**src/rtl/spq_pkg.sv**
```systemverilog
// ----------------------------------------------------------------------------
// Sorted priority queue package
// Transfer types, operation and status codes, and the command and status
// bundles that pass between the controller and the datapath.
// ----------------------------------------------------------------------------
package spq_pkg;

    localparam int KEY_W     = 24;
    localparam int PAYLOAD_W = 16;
    localparam int COUNT_W   = 8;

    localparam logic [1:0] KIND_APPEND = 2'd0;
    localparam logic [1:0] KIND_INSERT = 2'd1;
    localparam logic [1:0] KIND_POP    = 2'd2;

    localparam logic [1:0] ST_OK    = 2'd0;
    localparam logic [1:0] ST_EMPTY = 2'd1;
    localparam logic [1:0] ST_FULL  = 2'd2;

    typedef struct packed {
        logic [1:0]           kind;
        logic [KEY_W-1:0]     key;
        logic [PAYLOAD_W-1:0] payload;
    } t_in;

    typedef struct packed {
        logic [1:0]           status;
        logic [KEY_W-1:0]     out_key;
        logic [PAYLOAD_W-1:0] out_payload;
        logic [COUNT_W-1:0]   count;
    } t_out;

    // Controller to datapath.
    typedef struct packed {
        logic       load;        // take the incoming entry into the carry register
        logic       load_tail;   // start the walk at the tail instead of the head
        logic       rd_idx;      // read the entry at the walk position
        logic       rd_head;     // read the head entry
        logic       step;        // advance the walk without writing
        logic       swap;        // write carry at walk position, carry takes read data
        logic       wr_tail;     // write carry at walk position and grow the list
        logic       pop_commit;  // drop the head entry
        logic       res_load;    // fill the result register
        logic [1:0] res_status;
        logic       res_pop;     // result carries the popped entry
    } t_cmd;

    // Datapath to controller.
    typedef struct packed {
        logic full;
        logic empty;
        logic idx_end;
        logic key_ge;
    } t_sts;

endpackage

```
**src/rtl/spq_ctrl.sv**
```systemverilog
// ----------------------------------------------------------------------------
// Sorted priority queue controller
// Sequences one operation at a time: the walk over the list for append and
// ordered insert, the head read for pop, and the hand-off of the result.
// ----------------------------------------------------------------------------
module spq_ctrl (
    input  logic          i_clk,
    input  logic          i_rst_n,
    input  logic          i_in_valid,
    input  logic [1:0]    i_in_kind,
    output logic          o_in_stall,
    output logic          o_out_valid,
    input  logic          i_out_stall,
    input  spq_pkg::t_sts i_sts,
    output spq_pkg::t_cmd o_cmd
);

    typedef enum logic [2:0] {
        S_IDLE,
        S_SCAN,
        S_CMP,
        S_POP,
        S_RES
    } t_state;

    t_state     r_state, n_state;
    logic       r_found, n_found;
    logic       r_pop, n_pop;
    logic [1:0] r_status, n_status;
    logic       r_out_valid, n_out_valid;

    always_comb begin
        n_state     = r_state;
        n_found     = r_found;
        n_pop       = r_pop;
        n_status    = r_status;
        n_out_valid = r_out_valid;
        o_cmd       = '0;
        if (r_out_valid && !i_out_stall) begin
            n_out_valid = 1'b0;
        end
        case (r_state)
            S_IDLE: begin
                if (i_in_valid) begin
                    o_cmd.load = 1'b1;
                    n_found    = 1'b0;
                    n_pop      = 1'b0;
                    n_status   = spq_pkg::ST_OK;
                    case (i_in_kind)
                        spq_pkg::KIND_APPEND,
                        spq_pkg::KIND_INSERT: begin
                            o_cmd.load_tail = (i_in_kind == spq_pkg::KIND_APPEND);
                            if (i_sts.full) begin
                                n_status = spq_pkg::ST_FULL;
                                n_state  = S_RES;
                            end else begin
                                n_state = S_SCAN;
                            end
                        end
                        spq_pkg::KIND_POP: begin
                            if (i_sts.empty) begin
                                n_status = spq_pkg::ST_EMPTY;
                                n_state  = S_RES;
                            end else begin
                                n_state = S_POP;
                            end
                        end
                        default: begin
                            n_state = S_RES;
                        end
                    endcase
                end
            end
            S_SCAN: begin
                if (i_sts.idx_end) begin
                    o_cmd.wr_tail = 1'b1;
                    n_state       = S_RES;
                end else begin
                    o_cmd.rd_idx = 1'b1;
                    n_state      = S_CMP;
                end
            end
            S_CMP: begin
                // Once the insert point is found, every later entry moves up one.
                if (r_found || i_sts.key_ge) begin
                    o_cmd.swap = 1'b1;
                    n_found    = 1'b1;
                end else begin
                    o_cmd.step = 1'b1;
                end
                n_state = S_SCAN;
            end
            S_POP: begin
                o_cmd.rd_head    = 1'b1;
                o_cmd.pop_commit = 1'b1;
                n_pop            = 1'b1;
                n_state          = S_RES;
            end
            S_RES: begin
                if (!r_out_valid || !i_out_stall) begin
                    o_cmd.res_load   = 1'b1;
                    o_cmd.res_status = r_status;
                    o_cmd.res_pop    = r_pop;
                    n_out_valid      = 1'b1;
                    n_state          = S_IDLE;
                end
            end
            default: begin
                n_state = S_IDLE;
            end
        endcase
    end

    always_ff @(posedge i_clk) begin
        if (!i_rst_n) begin
            r_state     <= S_IDLE;
            r_found     <= 1'b0;
            r_pop       <= 1'b0;
            r_status    <= spq_pkg::ST_OK;
            r_out_valid <= 1'b0;
        end else begin
            r_state     <= n_state;
            r_found     <= n_found;
            r_pop       <= n_pop;
            r_status    <= n_status;
            r_out_valid <= n_out_valid;
        end
    end

    assign o_in_stall  = (r_state != S_IDLE);
    assign o_out_valid = r_out_valid;

endmodule

```
**config.mk**
```make
export PLATFORM = sky130hd
export DESIGN_NAME = spq_ctrl
export DESIGN_NICKNAME = d
export VERILOG_FILES = /design/src/rtl/spq_pkg.sv /design/src/rtl/spq_ctrl.sv
export SDC_FILE = /design/constraint.sdc
export NUM_CORES = 1
export LEC_CHECK = 0
export ABC_AREA = 0
export BUFFER_PORTS_ARGS = -buffer_cell sky130_fd_sc_hd__buf_2
export CAP_MARGIN = 20
export CORE_AREA = 2 2 39 41
export DETAILED_ROUTE_END_ITERATION = 6
export DIE_AREA = 0 0 41 43
export PLACE_DENSITY_LB_ADDON = 0.3
export SKIP_CTS_REPAIR_TIMING = 1
export SLEW_MARGIN = 10
export SYNTH_ARGS = -nofsm -noshare
export SYNTH_HDL_FRONTEND = slang
export SYNTH_SLANG_ARGS = --single-unit
```
**constraint.sdc**
```tcl
create_clock -name i_clk -period 4.3 [get_ports i_clk]
set_clock_uncertainty 0.05 [all_clocks]
set_input_delay 0.645 -clock i_clk [delete_from_list [all_inputs] [get_ports i_clk]]
set_output_delay 0.645 -clock i_clk [all_outputs]
set_load 0.005 [all_outputs]
```
# After elaboration in Yosys (flattened, before gate mapping)
# Cells that the tools add are included.
[totals]
in_bits = 10
ramBits = 0
mem_bits_ro = 0
latchBits = 0
ff_bits = 8
mem_count = 0
[classes]
n_reduce_logical = 15
n_shift = 0
addsub = 0
n_eq_ne = 9
n_mux = 30
n_bitwise = 0
mul = 0
div = 0
n_lt_le_gt_ge = 0
[op_table]
columns = ["operator", "n"]
rows = [
  ["3-bit 2-to-1 mux", 5],
  ["3-bit one-hot mux with 5 select lines", 1],
  ["1-bit 2-to-1 mux", 14],
  ["2-bit 2-to-1 mux", 4],
  ["4-bit 2-to-1 mux", 2],
  ["3-bit by 2-bit == test with 1-bit output, second input constant", 2],
  ["2-bit != test, second input constant", 3],
  ["3-bit one-hot mux with 2 select lines", 1],
  ["2-bit AND reduction", 3],
  ["1-bit one-hot mux with 2 select lines", 2],
  ["2-bit one-hot mux with 2 select lines", 1],
  ["2-bit nonzero test", 2],
  ["3-bit by 1-bit == test with 1-bit output, second input constant", 1],
  ["3-bit == test, second input constant", 1],
  ["3-bit logical NOT", 1],
  ["3-bit AND reduction", 1],
  ["3-bit nonzero test", 1],
  ["2-bit by 1-bit == test with 1-bit output, second input constant", 1],
  ["2-bit == test, second input constant", 1],
  ["1-bit logical NOT", 2],
  ["2-bit logical NOT", 1],
  ["1-bit logical OR", 2],
  ["2-bit OR reduction", 1],
  ["1-bit logical AND", 1],
]

# Longest topological paths before layout
# Gate-level depths: netlist of run 1.
[logic_depth]
depth_word = 5
ltp_mapped = 5

# Worst setup path after synthesis of run 1
# Ideal clock, no wire load.
[synth_timing]
path_kind = "input to output"
start = "input i_in_valid"
end = "output o_cmd[10] in the netlist's numbering"
arrival_ps = 1298
slack_ps = 2307
path_stages = 2
cell_sequence = "or4b_4 nor3_1"
[synth_rtl]
columns = ["item", "line_no", "rtl"]
rows = [
  ["start: declaration", "spq_ctrl.sv:9", "input logic i_in_valid,"],
  ["end: declaration", "spq_ctrl.sv:15", "output spq_pkg::t_cmd o_cmd"],
]

==> out/results.ini, run 1 <==
[cells_and_area]
fillerInstances = 150
post_layout_nonfiller_instances = 97
area_delta_synth_final_pct = 24.5
multiInputGateArea_sq_um = 292
drive_above_1_share = 0.370
fin_nets = 93
seqCellArea_sq_um = 160
antenna-diode-count = 0

[timing]
report.final.slew_viol_count = 0
report.final.setup_viol = 0
timing_worst_slew_pin_value_ns = 0.368
timing_hold_violations_final = 0
setup_slack_ns = 1.92
min_period_over_period = 0.554
layout_min_cycle_time_ns = 2.38
fin_worst_hold_slack_ns = 0.394
slew_headroom = 0.755
rsz0062_at_grt = no
max_clock_freq_ghz = 0.419
totalNegativeSetupSlack_ns = 0

[synth]
ys_dominant_reg_cell = dfxtp_1
synth.yosys.seq_area_share = 0.323
total_of_flip_flops_plus_latches_after_synthesis = 8
synth.largest_area_cell = dfxtp_1
share_of_async_settable_or_async_resettable_flops_after_synthesis = 0
ys_types = 30
synth-edff-count = 0
post_synth_inst_count = 60
netlist_area_before_placement_sq_um = 495
synthesis.yosys.warnings = 0
synthesis.nets = 70
synthTopCellsByArea = dfxtp_1 (32%), nor2_1 (6.1%), and2_1 (5.1%)
netlist_top_cells_count = dfxtp_1 (8), nor2_1 (8), and2_1 (4), nand2_1 (4), nor3_1 (4)
syn_avg_cell_area_sq_um = 8.26
area_share_of_the_largest_cell_type_after_synthesis = 0.323

[global_routing]
grt_util_all_layers = 0.145
grt_first_pass_wirelength_mm = 1.72
grt_max_degree = 12
first_global_vias = 403
grt-ovfl-total = 0
antenna_found_initial = 0

[drt]
wl_mm = 1.08
detailroute.via_count = 507
first_pass_iters = 4
dr.first_iter.drc_count = 9
post-route-drc-count = 0
avgRoutedWirePerCell_um = 11.1
route.antenna.remaining_nets = 0
drt-vias-per-instance = 5.23

[placement]
setup_ws_pre_cts_ns = 2.08
hpwl_um = 807
port_buffers = 23
numPlacedInstances = 94
routability_congestion_estimate = 0.793

[setup_path]
critPathMaxFanout = 11
critPathKind = flip-flop to primary output
arrival_time_at_the_worst_endpoint_ns = 1.69
worstPathRequired_ns = 3.61
r2r_cells = 3
critPathLaunchType = flip-flop
end_kind = primary output

[power]
powerDensity_nw_per_um2 = 285
peakVddDrop_mv = 0.137
leakagePower_nw = 0.295

[floorplan]
cell_rows = 14
die_h_um = 43
initial_core_util = 0.358
design.die.area_sq_um = 1760
ioPinCount = 24
placeableCoreArea_sq_um = 1380
floorplan.die.width_um = 41

[worst_hold_path]
hold_depth = 2
min-delay-path-class = flip-flop to flip-flop

[clock_tree]
insertion_delay_ns = 0.26
clock-sinks = 8
root_buffer = clkbuf_4
h-tree-depth = 1
worst_setup_hold_path_clk_slew_ns = 0.06
cts_tree = yes
cts.path.max_buffers = 2
cts_inserted_buffers = 3

[flow_run]
timing.max_cap.violations = 0

[outcome]
status = finished, final reports clean

final cells by class:
| class | count | share of cell area |
|---|---|---|
| inverters | 2 | 0.0122 |
| clock buffers | 3 | 0.0365 |
| repair buffers | 23 | 0.187 |
| flip-flops and latches | 8 | 0.260 |
| multi-input cells | 45 | 0.473 |
| well taps | 16 | 0.0325 |
report_power, final:
part           internal (W)  leakage (nW)  total [W]  switching [W]
registers         0.0000773        0.0650  0.0000827     0.00000540
clock network     0.0000321        0.0138  0.0000597      0.0000276
logic             0.0000167         0.216  0.0000336      0.0000169
total              0.000126         0.295   0.000176      0.0000499
flip-flops by register name, indices dropped and copies added, names as in the netlist:
signal and flops:
r_state 3, r_pop 1, o_out_valid 1, r_found 1
r_status 2
cells by family (layout without fill, tap and decap cells):
logic type      after synthesis  after routing  share of synthesized area
buf+inv                       7             28                     0.0884
simple gates                 31             31                      0.386
compound gates               14             14                      0.202
flops                         8              8                      0.323
worst paths after layout:
check	start	end	slack [ns]
setup / recovery	r_state[2]	o_cmd[2]	1.92
hold / removal	r_status[0]	r_status[0]	0.39
setup reg to reg	r_state[2]	r_status[1]	2.78
hold reg to reg	r_status[0]	r_status[0]	0.39
routing by layer:
metal	global-route usage	routed length (um)
met1	0.192	489
met5	0	0
met2	0.191	478
met4	0.120	36
met3	0.0314	75
critical path, stage by stage (launching register included):
cell,delay [ns]
dfxtp_1,0.54
or3b_1,0.45
a21oi_2,0.19
and2_1,0.14
buf_2,0.10
cell usage in the layout (no fill, tap or decap), drive strengths merged, types with 2 or more instances in the layout:
master,count
nor3b,2
nor4b,2
clkbuf,3
o21a,2
and2,5
buf,23
a21oi,2
nor2,8
o21ai,2
a31oi,2
nand2,4
a21boi,3
dfxtp,8
nor3,4
per-stage QoR:
| stage | cell area, sq um | power [W] | utilization |
|---|---|---|---|
| after floorplan | 495 | 0.000105 | - |
| after global placement | 594 | 0.000118 | 0.429 |
| after detailed placement | 594 | 0.000118 | 0.429 |
| after CTS | 617 | 0.000177 | 0.446 |
| after global routing | 617 | 0.000186 | 0.446 |
| final | 617 | 0.000176 | 0.446 |
(Power assumes the default switching activity.)
==> inputs of run 2 (changes only) <==
==> constraint.sdc (replaced) <==
create_clock -name i_clk -period 2.2 [get_ports i_clk]
set_clock_uncertainty 0.05 [all_clocks]
set_input_delay 0.33 -clock i_clk [delete_from_list [all_inputs] [get_ports i_clk]]
set_output_delay 0.33 -clock i_clk [all_outputs]
set_load 0.005 [all_outputs]
==> run 2 against run 1 <==
  * Register-to-register slack got worse by 2.1 ns
  * Design area did not move
  * Sequential power rose by 95%
  * Cell count did not move
  * Sequential share of layout area did not move
  * Largest power group unchanged
==> out/results.ini, run 2 (synthesis results as in run 1) <==
[clock_tree]
root_buffer = clkbuf_4
cts_inserted_buffers = 3
cts_tree = yes
insertion_delay_ns = 0.25
clock-sinks = 8
worst_setup_hold_path_clk_slew_ns = 0.05
h-tree-depth = 1
cts.path.max_buffers = 2

[setup_path]
path_delay_family = simple AND/OR/NAND/NOR gates
worstPathRequired_ns = 1.82
end_kind = primary output
timing.critical_path.cells = or3b_1, a21oi_2, and2_1, buf_2
critPathKind = flip-flop to primary output
crit_slowest_cell = dfxtp_1
slowest_delay_ns = 0.52
crit_buf_inv = 1
critPathMaxFanout = 11
arrival_time_at_the_worst_endpoint_ns = 1.66
critPathLaunchType = flip-flop

[power]
swShare = 0.276
internal_power_w = 0.000246
seq_power_share = 0.474
peakVddDrop_mv = 0.283
combinational_fraction_of_design_power = 0.198
leakagePower_nw = 0.295
pwr-share-clk = 0.329
powerDensity_nw_per_um2 = 551
power.net_switching_w = 0.0000937

[floorplan]
floorplan.die.width_um = 41
cell_rows = 14
die_h_um = 43
ioPinCount = 24
initial_core_util = 0.358
design.die.area_sq_um = 1760
placeableCoreArea_sq_um = 1380

[timing]
report.final.setup_viol = 0
timing_hold_violations_final = 0
report.final.slew_viol_count = 0
timing_worst_slew_pin_value_ns = 0.372
min_period_over_period = 0.926
slew_headroom = 0.752
max_clock_freq_ghz = 0.491
rsz0062_at_grt = no
layout_min_cycle_time_ns = 2.04
totalNegativeSetupSlack_ns = 0

[cells_and_area]
post_layout_nonfiller_instances = 97
largest_register_by_flop_count = r_state
fillerInstances = 145
antenna-diode-count = 0
biggestRegsByFlops = r_state (3), r_status (2)
largest_register_ffs = 3
area_delta_synth_final_pct = 24.5
fin_nets = 93
cell_area_after_layout_sq_um = 617
drive_above_1_share = 0.370
layout.cells.most_common = buf_2
seqCellArea_sq_um = 160
multiInputGateArea_sq_um = 292
final_util = 0.446
mostFrequentLayoutCells = buf_2 (23), nor2_1 (8), dfxtp_1 (8)

[global_routing]
grt_util_all_layers = 0.150
grt_max_degree = 12
antenna_found_initial = 0
first_global_vias = 443
grt-ovfl-total = 0
grt_first_pass_wirelength_mm = 1.81

[placement]
post_dp_cell_area_sq_um = 594
numPlacedInstances = 94
hpwl_um = 853
port_buffers = 23
routability_congestion_estimate = 0.788

[drt]
avgRoutedWirePerCell_um = 11.4
post-route-drc-count = 0
dr.first_iter.drc_count = 9
drt-vias-per-instance = 4.96
wl_mm = 1.10
first_pass_iters = 4
route.antenna.remaining_nets = 0
detailroute.via_count = 481

[worst_hold_path]
min-delay-path-class = primary input to flip-flop

[outcome]
status = finished, final reports clean

[flow_run]
timing.max_cap.violations = 0

-- run 2: cell counts in the layout (fill, tap and decap cells not counted) --
No cell type changed its count.
-- run 2: power groups by stage --
stage	registers [W]	clock network [W]	logic, W
5_1_grt	0.000163	0.000124	0.0000768
6_report	0.000161	0.000112	0.0000672
3_3_place_gp	0.000164	0	0.0000671
4_1_cts	0.000161	0.000115	0.0000678
2_1_floorplan	0.000157	0	0.0000475
3_5_place_dp	0.000164	0	0.0000672
-- run 2: stage by stage --
stage                     total power (W)  hold slack, ns  setup WS [ns]
after global placement           0.000231           0.392          0.480
final                            0.000340           0.314          0.162
after floorplan                  0.000204           0.376          0.613
after global routing             0.000363           0.323         0.0681
after detailed placement         0.000231           0.397          0.440
after CTS                        0.000344           0.317          0.157
-- run 2: area by class of cell --
| type | count | share of cell area |
|---|---|---|
| Tap cell | 16 | 0.0325 |
| Clock buffer | 3 | 0.0365 |
| Multi-Input combinational cell | 45 | 0.473 |
| Inverter | 2 | 0.0122 |
| Sequential cell | 8 | 0.260 |
| Timing Repair Buffer | 23 | 0.187 |
-- run 2: worst reg2reg max path: cells and delay by family, from the launching register on --
family	cells	cell delay [ns]
DFF	1	0.40
and+or+nand+nor	2	0.77
AOI/OAI and AO/OA	1	0.17
-- run 2: worst paths after layout --
path / start / end / slack [ns] / cells after the start
setup / recovery: r_state[2] / o_cmd[1] / 0.16 / 4
hold / removal: i_rst_n / r_state[0] / 0.31 / 3
setup reg to reg: r_state[2] / r_status[1] / 0.70 / 3
hold reg to reg: r_status[0] / r_status[0] / 0.40 / 2
-- run 2: routing by layer --
metal  vias to the layer above  wire (um)  global-route usage
li1                        254          -                   -
met1                       213        520               0.219
met2                        12        518               0.197
met3                         2         53              0.0366
met4                         0         12              0.0800
met5                         -          0                   0
